===== src/lla_pkg.sv =====
`timescale 1ns / 1ps
// Package for the Lambert light accumulator: control word types, codes and the microcode ROM.
// Depends on nothing; imported by lambert_light_accumulator.
package lla_pkg;

  localparam int CH_W   = 16;  // color, gain and vector width
  localparam int SUM_W  = 20;  // light sum width
  localparam int PC_W   = 5;

  localparam logic CMD_BEGIN = 1'b0;
  localparam logic CMD_LIGHT = 1'b1;

  localparam logic [1:0] CFG_AMBIENT_GAIN  = 2'd0;
  localparam logic [1:0] CFG_DIFFUSE_GAIN  = 2'd1;
  localparam logic [1:0] CFG_IGNORE_LIGHTS = 2'd2;

  localparam logic [CH_W-1:0] KA_RESET = 16'd819;
  localparam logic [CH_W-1:0] KD_RESET = 16'd3277;

  typedef logic [PC_W-1:0] pc_t;

  // Program entry points.
  localparam pc_t P_LIGHT = 5'd0;
  localparam pc_t P_CHECK = 5'd11;
  localparam pc_t P_EMIT  = 5'd12;
  localparam pc_t P_IGN   = 5'd17;
  localparam pc_t P_HALT  = 5'd20;

  // Multiplier operand A: input vector, surface normal, cosine, shifted product, light sum.
  typedef enum logic [2:0] {MA_VEC, MA_NORM, MA_COS, MA_SHIFT, MA_SUM} ma_sel_t;
  // Multiplier operand B: surface normal, light intensity, Kd, surface color.
  typedef enum logic [1:0] {MB_NORM, MB_CHAN, MB_KD, MB_COLOR} mb_sel_t;
  typedef enum logic [1:0] {ACC_HOLD, ACC_LOAD, ACC_ADD} acc_op_t;
  typedef enum logic [2:0] {
    ACT_NONE, ACT_AMB, ACT_DIF, ACT_IGN, ACT_RES, ACT_PUB, ACT_HALT
  } act_t;
  typedef enum logic [1:0] {JC_NONE, JC_ALWAYS, JC_NOT_LIT, JC_NOT_LAST} jc_t;

  typedef struct packed {
    ma_sel_t    ma;
    mb_sel_t    mb;
    logic [1:0] mch;   // channel for the multiplier operands
    acc_op_t    acc;
    act_t       act;
    logic [1:0] sch;   // channel for the sum or result action
    jc_t        jc;
    pc_t        tgt;
  } uword_t;

  function automatic uword_t mk_word(input ma_sel_t ma, input mb_sel_t mb,
                                     input logic [1:0] mch, input acc_op_t acc,
                                     input act_t act, input logic [1:0] sch,
                                     input jc_t jc, input pc_t tgt);
    uword_t w;
    w.ma  = ma;
    w.mb  = mb;
    w.mch = mch;
    w.acc = acc;
    w.act = act;
    w.sch = sch;
    w.jc  = jc;
    w.tgt = tgt;
    return w;
  endfunction

  // The microcode ROM. Every step issues one product; the product register feeds the next step.
  function automatic uword_t ucode(input pc_t addr);
    uword_t w;
    unique case (addr)
      // Light item: dot product while ambient terms are added.
      5'd0:  w = mk_word(MA_VEC, MB_NORM, 2'd0, ACC_HOLD, ACT_AMB, 2'd0, JC_NONE, P_LIGHT);
      5'd1:  w = mk_word(MA_VEC, MB_NORM, 2'd1, ACC_LOAD, ACT_AMB, 2'd1, JC_NONE, P_LIGHT);
      5'd2:  w = mk_word(MA_VEC, MB_NORM, 2'd2, ACC_ADD, ACT_AMB, 2'd2, JC_NONE, P_LIGHT);
      5'd3:  w = mk_word(MA_VEC, MB_NORM, 2'd0, ACC_ADD, ACT_NONE, 2'd0, JC_NONE, P_LIGHT);
      // Diffuse terms, two products per channel.
      5'd4:  w = mk_word(MA_COS, MB_CHAN, 2'd0, ACC_HOLD, ACT_NONE, 2'd0, JC_NOT_LIT, P_CHECK);
      5'd5:  w = mk_word(MA_SHIFT, MB_KD, 2'd0, ACC_HOLD, ACT_NONE, 2'd0, JC_NONE, P_LIGHT);
      5'd6:  w = mk_word(MA_COS, MB_CHAN, 2'd1, ACC_HOLD, ACT_DIF, 2'd0, JC_NONE, P_LIGHT);
      5'd7:  w = mk_word(MA_SHIFT, MB_KD, 2'd1, ACC_HOLD, ACT_NONE, 2'd0, JC_NONE, P_LIGHT);
      5'd8:  w = mk_word(MA_COS, MB_CHAN, 2'd2, ACC_HOLD, ACT_DIF, 2'd1, JC_NONE, P_LIGHT);
      5'd9:  w = mk_word(MA_SHIFT, MB_KD, 2'd2, ACC_HOLD, ACT_NONE, 2'd0, JC_NONE, P_LIGHT);
      5'd10: w = mk_word(MA_SHIFT, MB_KD, 2'd0, ACC_HOLD, ACT_DIF, 2'd2, JC_NONE, P_LIGHT);
      5'd11: w = mk_word(MA_SUM, MB_COLOR, 2'd0, ACC_HOLD, ACT_NONE, 2'd0, JC_NOT_LAST, P_HALT);
      // Emit: light sum times surface color, then publish.
      5'd12: w = mk_word(MA_SUM, MB_COLOR, 2'd0, ACC_HOLD, ACT_NONE, 2'd0, JC_NONE, P_LIGHT);
      5'd13: w = mk_word(MA_SUM, MB_COLOR, 2'd1, ACC_HOLD, ACT_RES, 2'd0, JC_NONE, P_LIGHT);
      5'd14: w = mk_word(MA_SUM, MB_COLOR, 2'd2, ACC_HOLD, ACT_RES, 2'd1, JC_NONE, P_LIGHT);
      5'd15: w = mk_word(MA_SUM, MB_COLOR, 2'd0, ACC_HOLD, ACT_RES, 2'd2, JC_NONE, P_LIGHT);
      5'd16: w = mk_word(MA_SUM, MB_COLOR, 2'd0, ACC_HOLD, ACT_PUB, 2'd0, JC_NONE, P_LIGHT);
      // Ignore-lights begin: nz squared times Kd plus Ka, then emit.
      5'd17: w = mk_word(MA_NORM, MB_NORM, 2'd2, ACC_HOLD, ACT_NONE, 2'd0, JC_NONE, P_LIGHT);
      5'd18: w = mk_word(MA_SHIFT, MB_KD, 2'd0, ACC_HOLD, ACT_NONE, 2'd0, JC_NONE, P_LIGHT);
      5'd19: w = mk_word(MA_SUM, MB_COLOR, 2'd0, ACC_HOLD, ACT_IGN, 2'd0, JC_ALWAYS, P_EMIT);
      default: w = mk_word(MA_SUM, MB_COLOR, 2'd0, ACC_HOLD, ACT_HALT, 2'd0, JC_NONE, P_LIGHT);
    endcase
    return w;
  endfunction

endpackage


===== src/lambert_light_accumulator.sv =====
`timescale 1ns / 1ps
// Lambert diffuse shading accumulator: microcoded sequencer around one shared multiplier.
// Depends on lla_pkg for the control word types and the microcode ROM.
//
//   Channel   Ports                                   Direction  Beat
//   in        in_valid/in_ready, in_cmd .. in_last_*  to block   one begin or light item
//   out       out_valid/out_ready, out_r/g/b           from block one shaded color
//   cfg       cfg_we, cfg_index, cfg_data              to block   one register write
//
// A begin beat that needs no result, or a light beat while lights are ignored, is
// finished in its accept cycle. A light beat runs the dot-product and diffuse steps,
// jumping past the diffuse products when not lit, then emit when it is the last; an
// ignore-lights begin runs its own steps then emit, a begin with no lights just emit.
// Each step issues one product on the one multiplier. in_ready is low while the program
// runs and while a publish waits for the output register, which holds the previous
// beat until out_ready. Reset is synchronous, active low and restores the gains.
module lambert_light_accumulator
  import lla_pkg::*;
#(
  parameter int FRAC_BITS = 12
) (
  input  logic             clk,
  input  logic             rst_n,
  input  logic             in_valid,
  output logic             in_ready,
  input  logic             in_cmd,
  input  logic [CH_W-1:0]  in_vec_x,
  input  logic [CH_W-1:0]  in_vec_y,
  input  logic [CH_W-1:0]  in_vec_z,
  input  logic [CH_W-1:0]  in_chan_r,
  input  logic [CH_W-1:0]  in_chan_g,
  input  logic [CH_W-1:0]  in_chan_b,
  input  logic             in_ambient_on,
  input  logic             in_diffuse_on,
  input  logic             in_last_light,
  output logic             out_valid,
  input  logic             out_ready,
  output logic [CH_W-1:0]  out_r,
  output logic [CH_W-1:0]  out_g,
  output logic [CH_W-1:0]  out_b,
  input  logic             cfg_we,
  input  logic [1:0]       cfg_index,
  input  logic [CH_W-1:0]  cfg_data
);

  // The dot product of two Q3.F vectors stays below 2^32 in magnitude, so the
  // positive part, shifted by F, gives a cosine of 32-F bits. The widest operand
  // the multiplier sees is intensity*cos shifted by F, which is 48-2F bits.
  localparam int DOT_W  = 34;
  localparam int DPOS_W = 32;
  localparam int COS_W  = DPOS_W - FRAC_BITS;
  localparam int T1_W   = 48 - 2 * FRAC_BITS;
  localparam int A_UW   = (T1_W > SUM_W) ? T1_W : SUM_W;
  localparam int AW     = A_UW + 1;
  localparam int BW     = CH_W + 1;
  localparam int PW     = AW + BW;
  localparam int SH_W   = PW - FRAC_BITS;

  // Configuration registers.
  logic [CH_W-1:0] ka_r, kd_r;
  logic            ign_r;

  // Point state and the latched light beat.
  logic [CH_W-1:0]  norm_r  [3];
  logic [CH_W-1:0]  color_r [3];
  logic [SUM_W-1:0] sum_r   [3];
  logic [CH_W-1:0]  vec_r   [3];
  logic [CH_W-1:0]  inten_r [3];
  logic             amb_r, dif_r, last_r;

  // Datapath registers.
  logic signed [DOT_W-1:0] acc_r;
  logic signed [PW-1:0]    prod_r;
  logic [CH_W-1:0]         hold_r [3];
  logic [CH_W-1:0]         obuf_r [3];
  logic                    out_valid_r;

  // Sequencer.
  logic busy_r, busy_nxt;
  pc_t  pc_r, pc_nxt;

  uword_t uw_c;
  logic   accept_c, start_c, stall_c, jump_c, lit_c, nz_pos_c;
  pc_t    start_pc_c;

  logic signed [AW-1:0] mul_a;
  logic signed [BW-1:0] mul_b;
  logic signed [PW-1:0] prod_c, shift_c;
  logic [SH_W-1:0]      sh_u;
  logic                 sh_big20, sh_big16;
  logic [COS_W-1:0]     cos_c;
  logic [SUM_W-1:0]     sum_sel;
  logic [SUM_W:0]       amb_add, dif_add, ign_add;
  logic [SUM_W-1:0]     amb_sat, dif_sat, ign_sat;
  logic [CH_W-1:0]      res_sat;

  assign uw_c     = ucode(pc_r);
  assign in_ready = !busy_r;
  assign accept_c = in_valid && in_ready;

  assign out_valid = out_valid_r;
  assign out_r     = obuf_r[0];
  assign out_g     = obuf_r[1];
  assign out_b     = obuf_r[2];

  // Decide at accept whether the beat needs the program and where it enters.
  always_comb begin
    start_c    = 1'b0;
    start_pc_c = P_LIGHT;
    if (in_cmd == CMD_BEGIN) begin
      if (ign_r) begin
        start_c    = 1'b1;
        start_pc_c = P_IGN;
      end else if (in_last_light) begin
        // Sums are cleared by the begin, so the emit program yields black.
        start_c    = 1'b1;
        start_pc_c = P_EMIT;
      end
    end else if (!ign_r) begin
      start_c    = 1'b1;
      start_pc_c = P_LIGHT;
    end
  end

  // Multiplier operand selection.
  always_comb begin
    mul_a = '0;
    case (uw_c.ma)
      MA_VEC:   mul_a = AW'($signed(vec_r[uw_c.mch]));
      MA_NORM:  mul_a = AW'($signed(norm_r[uw_c.mch]));
      MA_COS:   mul_a = $signed(AW'(cos_c));
      MA_SHIFT: mul_a = shift_c[AW-1:0];
      MA_SUM:   mul_a = $signed(AW'(sum_r[uw_c.mch]));
      default:  mul_a = '0;
    endcase
  end

  always_comb begin
    mul_b = '0;
    case (uw_c.mb)
      MB_NORM:  mul_b = BW'($signed(norm_r[uw_c.mch]));
      MB_CHAN:  mul_b = $signed({1'b0, inten_r[uw_c.mch]});
      MB_KD:    mul_b = $signed({1'b0, kd_r});
      MB_COLOR: mul_b = $signed({1'b0, color_r[uw_c.mch]});
      default:  mul_b = '0;
    endcase
  end

  assign prod_c  = mul_a * mul_b;
  // Every product that gets shifted down is non-negative, so the low bits are the value.
  assign shift_c = prod_r >>> FRAC_BITS;
  assign sh_u    = shift_c[SH_W-1:0];
  assign sh_big20 = |sh_u[SH_W-1:SUM_W];
  assign sh_big16 = |sh_u[SH_W-1:CH_W];

  assign cos_c    = acc_r[DPOS_W-1:FRAC_BITS];
  assign lit_c    = dif_r && (acc_r > 0);
  assign nz_pos_c = $signed(norm_r[2]) > 0;

  // Saturating adders into the light sum.
  assign sum_sel = sum_r[uw_c.sch];
  assign amb_add = {1'b0, sum_sel} + {5'b0, inten_r[uw_c.sch]};
  assign dif_add = {1'b0, sum_sel} + {1'b0, sh_u[SUM_W-1:0]};
  assign ign_add = {1'b0, sh_u[SUM_W-1:0]} + {5'b0, ka_r};
  assign amb_sat = amb_add[SUM_W] ? '1 : amb_add[SUM_W-1:0];
  assign dif_sat = (sh_big20 || dif_add[SUM_W]) ? '1 : dif_add[SUM_W-1:0];
  assign ign_sat = (sh_big20 || ign_add[SUM_W]) ? '1 : ign_add[SUM_W-1:0];
  assign res_sat = sh_big16 ? '1 : sh_u[CH_W-1:0];

  // Sequencer: step, jump, stall at publish while the output register is full and out_ready is low.
  assign stall_c = busy_r && (uw_c.act == ACT_PUB) && out_valid_r && !out_ready;

  always_comb begin
    jump_c = 1'b0;
    unique case (uw_c.jc)
      JC_NONE:     jump_c = 1'b0;
      JC_ALWAYS:   jump_c = 1'b1;
      JC_NOT_LIT:  jump_c = !lit_c;
      JC_NOT_LAST: jump_c = !last_r;
      default:     jump_c = 1'b0;
    endcase
  end

  always_comb begin
    busy_nxt = busy_r;
    pc_nxt   = pc_r;
    if (busy_r) begin
      if (uw_c.act == ACT_HALT) begin
        busy_nxt = 1'b0;
      end else if (uw_c.act == ACT_PUB) begin
        if (!stall_c) busy_nxt = 1'b0;
      end else if (jump_c) begin
        pc_nxt = uw_c.tgt;
      end else begin
        pc_nxt = pc_r + pc_t'(1);
      end
    end else if (accept_c && start_c) begin
      busy_nxt = 1'b1;
      pc_nxt   = start_pc_c;
    end
  end

  always_ff @(posedge clk) begin
    if (!rst_n) begin
      busy_r <= 1'b0;
      pc_r   <= P_LIGHT;
    end else begin
      busy_r <= busy_nxt;
      pc_r   <= pc_nxt;
    end
  end

  // Configuration registers.
  always_ff @(posedge clk) begin
    if (!rst_n) begin
      ka_r  <= KA_RESET;
      kd_r  <= KD_RESET;
      ign_r <= 1'b0;
    end else if (cfg_we) begin
      case (cfg_index)
        CFG_AMBIENT_GAIN:  ka_r  <= cfg_data;
        CFG_DIFFUSE_GAIN:  kd_r  <= cfg_data;
        CFG_IGNORE_LIGHTS: ign_r <= cfg_data[0];
        default: ;
      endcase
    end
  end

  // Surface state and light sums.
  always_ff @(posedge clk) begin
    if (!rst_n) begin
      for (int c = 0; c < 3; c++) begin
        norm_r[c]  <= '0;
        color_r[c] <= '0;
        sum_r[c]   <= '0;
      end
    end else if (accept_c && in_cmd == CMD_BEGIN) begin
      norm_r[0]  <= in_vec_x;
      norm_r[1]  <= in_vec_y;
      norm_r[2]  <= in_vec_z;
      color_r[0] <= in_chan_r;
      color_r[1] <= in_chan_g;
      color_r[2] <= in_chan_b;
      for (int c = 0; c < 3; c++) sum_r[c] <= '0;
    end else if (busy_r) begin
      case (uw_c.act)
        ACT_AMB: if (amb_r) sum_r[uw_c.sch] <= amb_sat;
        ACT_DIF: sum_r[uw_c.sch] <= dif_sat;
        ACT_IGN: begin
          for (int c = 0; c < 3; c++) sum_r[c] <= nz_pos_c ? ign_sat : '0;
        end
        ACT_PUB: begin
          if (!stall_c) begin
            for (int c = 0; c < 3; c++) sum_r[c] <= '0;
          end
        end
        default: ;
      endcase
    end
  end

  // Latched light beat and datapath registers.
  always_ff @(posedge clk) begin
    if (accept_c && in_cmd == CMD_LIGHT) begin
      vec_r[0]   <= in_vec_x;
      vec_r[1]   <= in_vec_y;
      vec_r[2]   <= in_vec_z;
      inten_r[0] <= in_chan_r;
      inten_r[1] <= in_chan_g;
      inten_r[2] <= in_chan_b;
      amb_r      <= in_ambient_on;
      dif_r      <= in_diffuse_on;
    end
    if (accept_c) last_r <= in_last_light;
    if (busy_r) begin
      prod_r <= prod_c;
      case (uw_c.acc)
        ACC_LOAD: acc_r <= prod_r[DOT_W-1:0];
        ACC_ADD:  acc_r <= acc_r + prod_r[DOT_W-1:0];
        default: ;
      endcase
      if (uw_c.act == ACT_RES) hold_r[uw_c.sch] <= res_sat;
    end
    if (busy_r && uw_c.act == ACT_PUB && !stall_c) begin
      for (int c = 0; c < 3; c++) obuf_r[c] <= hold_r[c];
    end
  end

  // Output register valid.
  always_ff @(posedge clk) begin
    if (!rst_n) begin
      out_valid_r <= 1'b0;
    end else if (busy_r && uw_c.act == ACT_PUB && !stall_c) begin
      out_valid_r <= 1'b1;
    end else if (out_ready) begin
      out_valid_r <= 1'b0;
    end
  end

  // A publish that is not stalled leaves a valid beat in the output register.
  a_pub_valid: assert property (@(posedge clk) disable iff (!rst_n)
    busy_r && uw_c.act == ACT_PUB && !stall_c |=> out_valid_r)
    else $error("publish did not raise out_valid");

  // A publish leaves the light sums cleared for the next point.
  a_pub_clear: assert property (@(posedge clk) disable iff (!rst_n)
    busy_r && uw_c.act == ACT_PUB && !stall_c |=>
      sum_r[0] == '0 && sum_r[1] == '0 && sum_r[2] == '0)
    else $error("light sums not cleared after publish");

  // The program counter stays inside the microcode while running.
  a_pc_range: assert property (@(posedge clk) disable iff (!rst_n)
    busy_r |-> pc_r <= P_HALT)
    else $error("program counter out of range");

  // A stalled publish keeps the sequencer parked on the publish step.
  a_stall_hold: assert property (@(posedge clk) disable iff (!rst_n)
    stall_c |=> busy_r && $stable(pc_r))
    else $error("sequencer moved during a stalled publish");

endmodule

===== config.mk =====
export PLATFORM = sky130hd
export DESIGN_NAME = lambert_light_accumulator
export DESIGN_NICKNAME = d
export VERILOG_FILES = /design/src/lla_pkg.sv /design/src/lambert_light_accumulator.sv
export SDC_FILE = /design/constraint.sdc
export NUM_CORES = 2
export LEC_CHECK = 0
export BUFFER_PORTS_ARGS = -buffer_cell sky130_fd_sc_hd__buf_4
export CORE_MARGIN = 2
export CORE_UTILIZATION = 40
export CTS_CLUSTER_DIAMETER = 100
export DETAILED_ROUTE_END_ITERATION = 10
export PLACE_DENSITY_LB_ADDON = 0.2
export SETUP_SLACK_MARGIN = 0.05
export SYNTH_ARGS = -nofsm -noshare
export SYNTH_HDL_FRONTEND = slang
export SYNTH_SLANG_ARGS = --single-unit

===== constraint.sdc =====
create_clock -name clk -period 16.95 [get_ports clk]
set_input_delay 1.695 -clock clk [delete_from_list [all_inputs] [get_ports clk]]
set_output_delay 1.695 -clock clk [all_outputs]
set_load 0.005 [all_outputs]

==> Flow_metrics.wiki <==
{| class="wikitable"
! Metric !! Value
|-
| Outcome || completed
|-
| Drt via density || 5.47
|-
| Routability cong. || 0.921
|-
| Number of port buffers || 172
|-
| Final instance area || 45600 um2
|-
| Number of standard cells after synthesis || 3931
|-
| Share of final-layout standard cells stronger than drive strength 1 || 11.0%
|-
| Cell area after placement || 43800 um2
|-
| Worst slew pin tran || 1.13 ns
|-
| Share of synthesized area occupied by flip-flops and latches || 35.6%
|-
| Number of global-route vias before repair || 30195
|-
| Avg Cell Area, Syn || 10.4 um2
|-
| Number of top-level pins || 173
|-
| Share of Yosys cell area claimed by the top area cell type || 32.7%
|-
| Max-cap check violation count || 0
|-
| Pin count of the biggest net entering global routing || 100
|-
| Reg-to-Reg Start || uw_c[14]
|-
| Hold EP || obuf_r[0][17]
|-
| Fmax || 97.3 MHz
|-
| Endpoints failing hold || 0
|-
| Placement Rows || 117
|-
| Detail Route Antenna Nets || 0
|-
| Deepest clock path buffer count || 3
|-
| Delay contributed by the slowest stage of the critical path || 0.88 ns
|-
| Clock transition at the registers of the reported paths || 0.06 ns
|-
| Antenna diodes || 0
|-
| Hold buffer count at cts || 0
|-
| Slowest cell on crit path || o22ai_1
|-
| Critical setup path kind || register to register
|-
| Min-Delay Path Class || register to register
|-
| Resized cells post-CTS || 0
|-
| Detailed Routing Iterations Pass 1 || 6
|-
| Number of max-slew violations in the final report || 0
|-
| CTS HTree Levels || 2
|-
| Post-Route Skew || 0.0415 ns
|-
| Die Wd || 324 um
|-
| Element type at the critical path end || register
|-
| Post-synthesis cell type count || 91
|-
| Cells on Worst Hold Path || 0
|-
| Core Box Area || 102000 um2
|-
| Starting utilization of the core area || 40.4%
|-
| Final hold slack || 0.411 ns
|-
| CTS Sinks || 506
|-
| Most common library cell in the layout ignoring fill and taps || inv_1
|-
| End of the worst register-to-register path || prod_r[39]
|-
| Leading cell types in the layout, fill and taps excluded || inv_1 (507), edfxtp_1 (447), fa_1 (420), nand2_1 (408), nor2_1 (331)
|-
| Startpoint class of the critical path || register
|-
| Cells on worst reg2reg path || 29
|-
| Flop-to-flop setup slack || 6.68 ns
|-
| Total detailed-routing wirelength || 126000 um
|-
| Clock latency on the worst-skew pair || 0.65 ns
|-
| Ranking of synthesized cells by area || edfxtp_1 (33%), fa_1 (20%), ha_1 (5.9%)
|-
| DPL Wire Length || 94800 um
|-
| Number of failing setup endpoints in the final timing report || 0
|-
| Initial antenna violation count || 2
|-
| Final Cycle Share || 60.6%
|-
| Clock tree from TritonCTS || done
|-
| Count of nets after finishing || 4770
|-
| Time the final worst path needs with I/O delays and setup || 10.27 ns
|-
| Remaining routing DRC violations || 0
|-
| Overall die height || 324 um
|-
| Slew Limit Headroom || 24.5%
|-
| Cell accounting for the most synthesized area || edfxtp_1
|-
| First-pass GRT wire length || 190000 um
|-
| Setup fix buffers added after clock tree synthesis || 0
|-
| FFs w/ async S/R, synth || 0%
|-
| Iter 0 DRT Violations || 2923
|-
| Synthesis-to-finish area growth || 11.1%
|-
| Critical path fanouts, max || 49
|-
| Setup TNS Final || 0 ns
|-
| RSZ-0062 raised after global routing || no
|-
| Critical path required time || 17.45 ns
|-
| Synthesis Warnings || 0
|-
| Arrival time at the worst endpoint || 10.78 ns
|-
| WL per Instance || 23.2 um
|-
| Dominant register cell in the synthesized netlist || edfxtp_1
|-
| Total via count after detailed routing || 29813
|-
| Number of synthesized register bits || 506
|-
| All-layer global routing usage || 23.8%
|-
| Most repeated library cell on the critical path || fa_1
|-
| Post-Synthesis Net Count || 4668
|-
| Num CTS Buffers || 54
|-
| Clock tree root driver cell || clkbuf_16
|-
| Total global routing overflow || 0
|-
| EDFF count, synth || 447
|-
| Die ar. || 105000 um2
|-
| Post-synthesis instance area || 41100 um2
|-
| Hold wc startpoint || hold_r[1][1]
|}
## metal layers
metal	global-route usage (%)	share of wire (%)	vias to the layer above
li1	-	-	13534
met1	33.4	43	14903
met2	38.0	46	1173
met3	3.69	7.5	203
met4	7.30	3.4	0
met5	0	0	-
## area by class of cell
cell class / instances / area, um2
multi-input combinational: 2739 / 23900
clock inverter: 30 / 340
tap: 1368 / 1710
sequential: 506 / 14600
timing repair buffer: 223 / 1670
inverter: 509 / 1910
fill: 9715 / 56100
clock buffer: 72 / 1430
## cell usage after synthesis, drive strengths merged, types with 9 or more instances
| master | instances |
|---|---|
| or2 | 23 |
| a211oi | 19 |
| clkbuf | 141 |
| and3 | 112 |
| ha | 194 |
| o31ai | 11 |
| dfxtp | 59 |
| nand3 | 42 |
| a21o | 67 |
| nor3 | 27 |
| a21boi | 25 |
| xnor2 | 84 |
| xor2 | 33 |
| o2111ai | 9 |
| nand2b | 49 |
| nand4 | 12 |
| edfxtp | 447 |
| inv | 507 |
| o21ai | 217 |
| a31oi | 13 |
| o211ai | 23 |
| o21bai | 12 |
| or3 | 12 |
| nor2 | 338 |
| buf | 36 |
| o22ai | 27 |
| o21a | 26 |
| and2 | 29 |
| nand2 | 408 |
| fa | 420 |
| mux2 | 41 |
| o22a | 15 |
| nor4 | 19 |
| mux2i | 118 |
| a21oi | 141 |
| mux4 | 36 |
| nor2b | 42 |
## how the worst max path moves through the flow
stage,to,startpoint,depth (start not counted)
after floorplan,sum_r[0][0],in_valid,4
after CTS,prod_r[41],uw_c[14],29
after detailed placement,prod_r[41],uw_c[14],29
final,prod_r[39],uw_c[14],29
after global routing,prod_r[39],uw_c[14],29
after global placement,prod_r[41],uw_c[14],29
## stage by stage
stage | util [%] | setup slack [ns] | instances
after global routing | 44.8 | 6.22 | 5447
final | 44.8 | 6.68 | 5447
after CTS | 44.8 | 6.91 | 5447
after global placement | 43.1 | 6.99 | 5345
after floorplan | - | 6.75 | 3931
after detailed placement | 43.1 | 6.90 | 5345
## sequential cells by signal, indices dropped and copies added (netlist names)
| signal | flops |
|---|---|
| uw_c | 19 |
| obuf_r | 48 |
| busy_r | 1 |
| ka_r | 16 |
| hold_r | 48 |
| dif_r | 1 |
| last_r | 1 |
| norm_r | 48 |
| color_r | 48 |
| acc_r | 34 |
| prod_r | 42 |
| vec_r | 48 |
| pc_r | 5 |
| sum_r | 80 |
| out_valid | 1 |
| inten_r | 48 |
| amb_r | 1 |
| kd_r | 16 |
| ign_r | 1 |
## cells by family (layout without fill, tap and decap cells)
| group | Yosys count | count (layout) | synth area share [%] |
|---|---|---|---|
| compound gates | 674 | 674 | 10.4 |
| mux | 195 | 195 | 5.99 |
| buf+inv | 686 | 834 | 6.37 |
| simple gates | 1138 | 1138 | 12.7 |
| xor+xnor | 117 | 117 | 2.50 |
| flops | 506 | 506 | 35.6 |
| fa+ha+maj | 615 | 615 | 26.4 |
## critical path, delay by kind of cell, from the launching register on
kind | cells | cell delay [ns]
simple gates | 4 | 0.95
mux | 1 | 0.20
flops | 1 | 0.87
fa+ha+maj | 7 | 3.02
compound gates | 11 | 3.88
buf+inv | 6 | 1.10
Power is left out: the tool's default activity adds up to more than one toggle a clock period on the data nets, which glitch-free logic cannot reach.
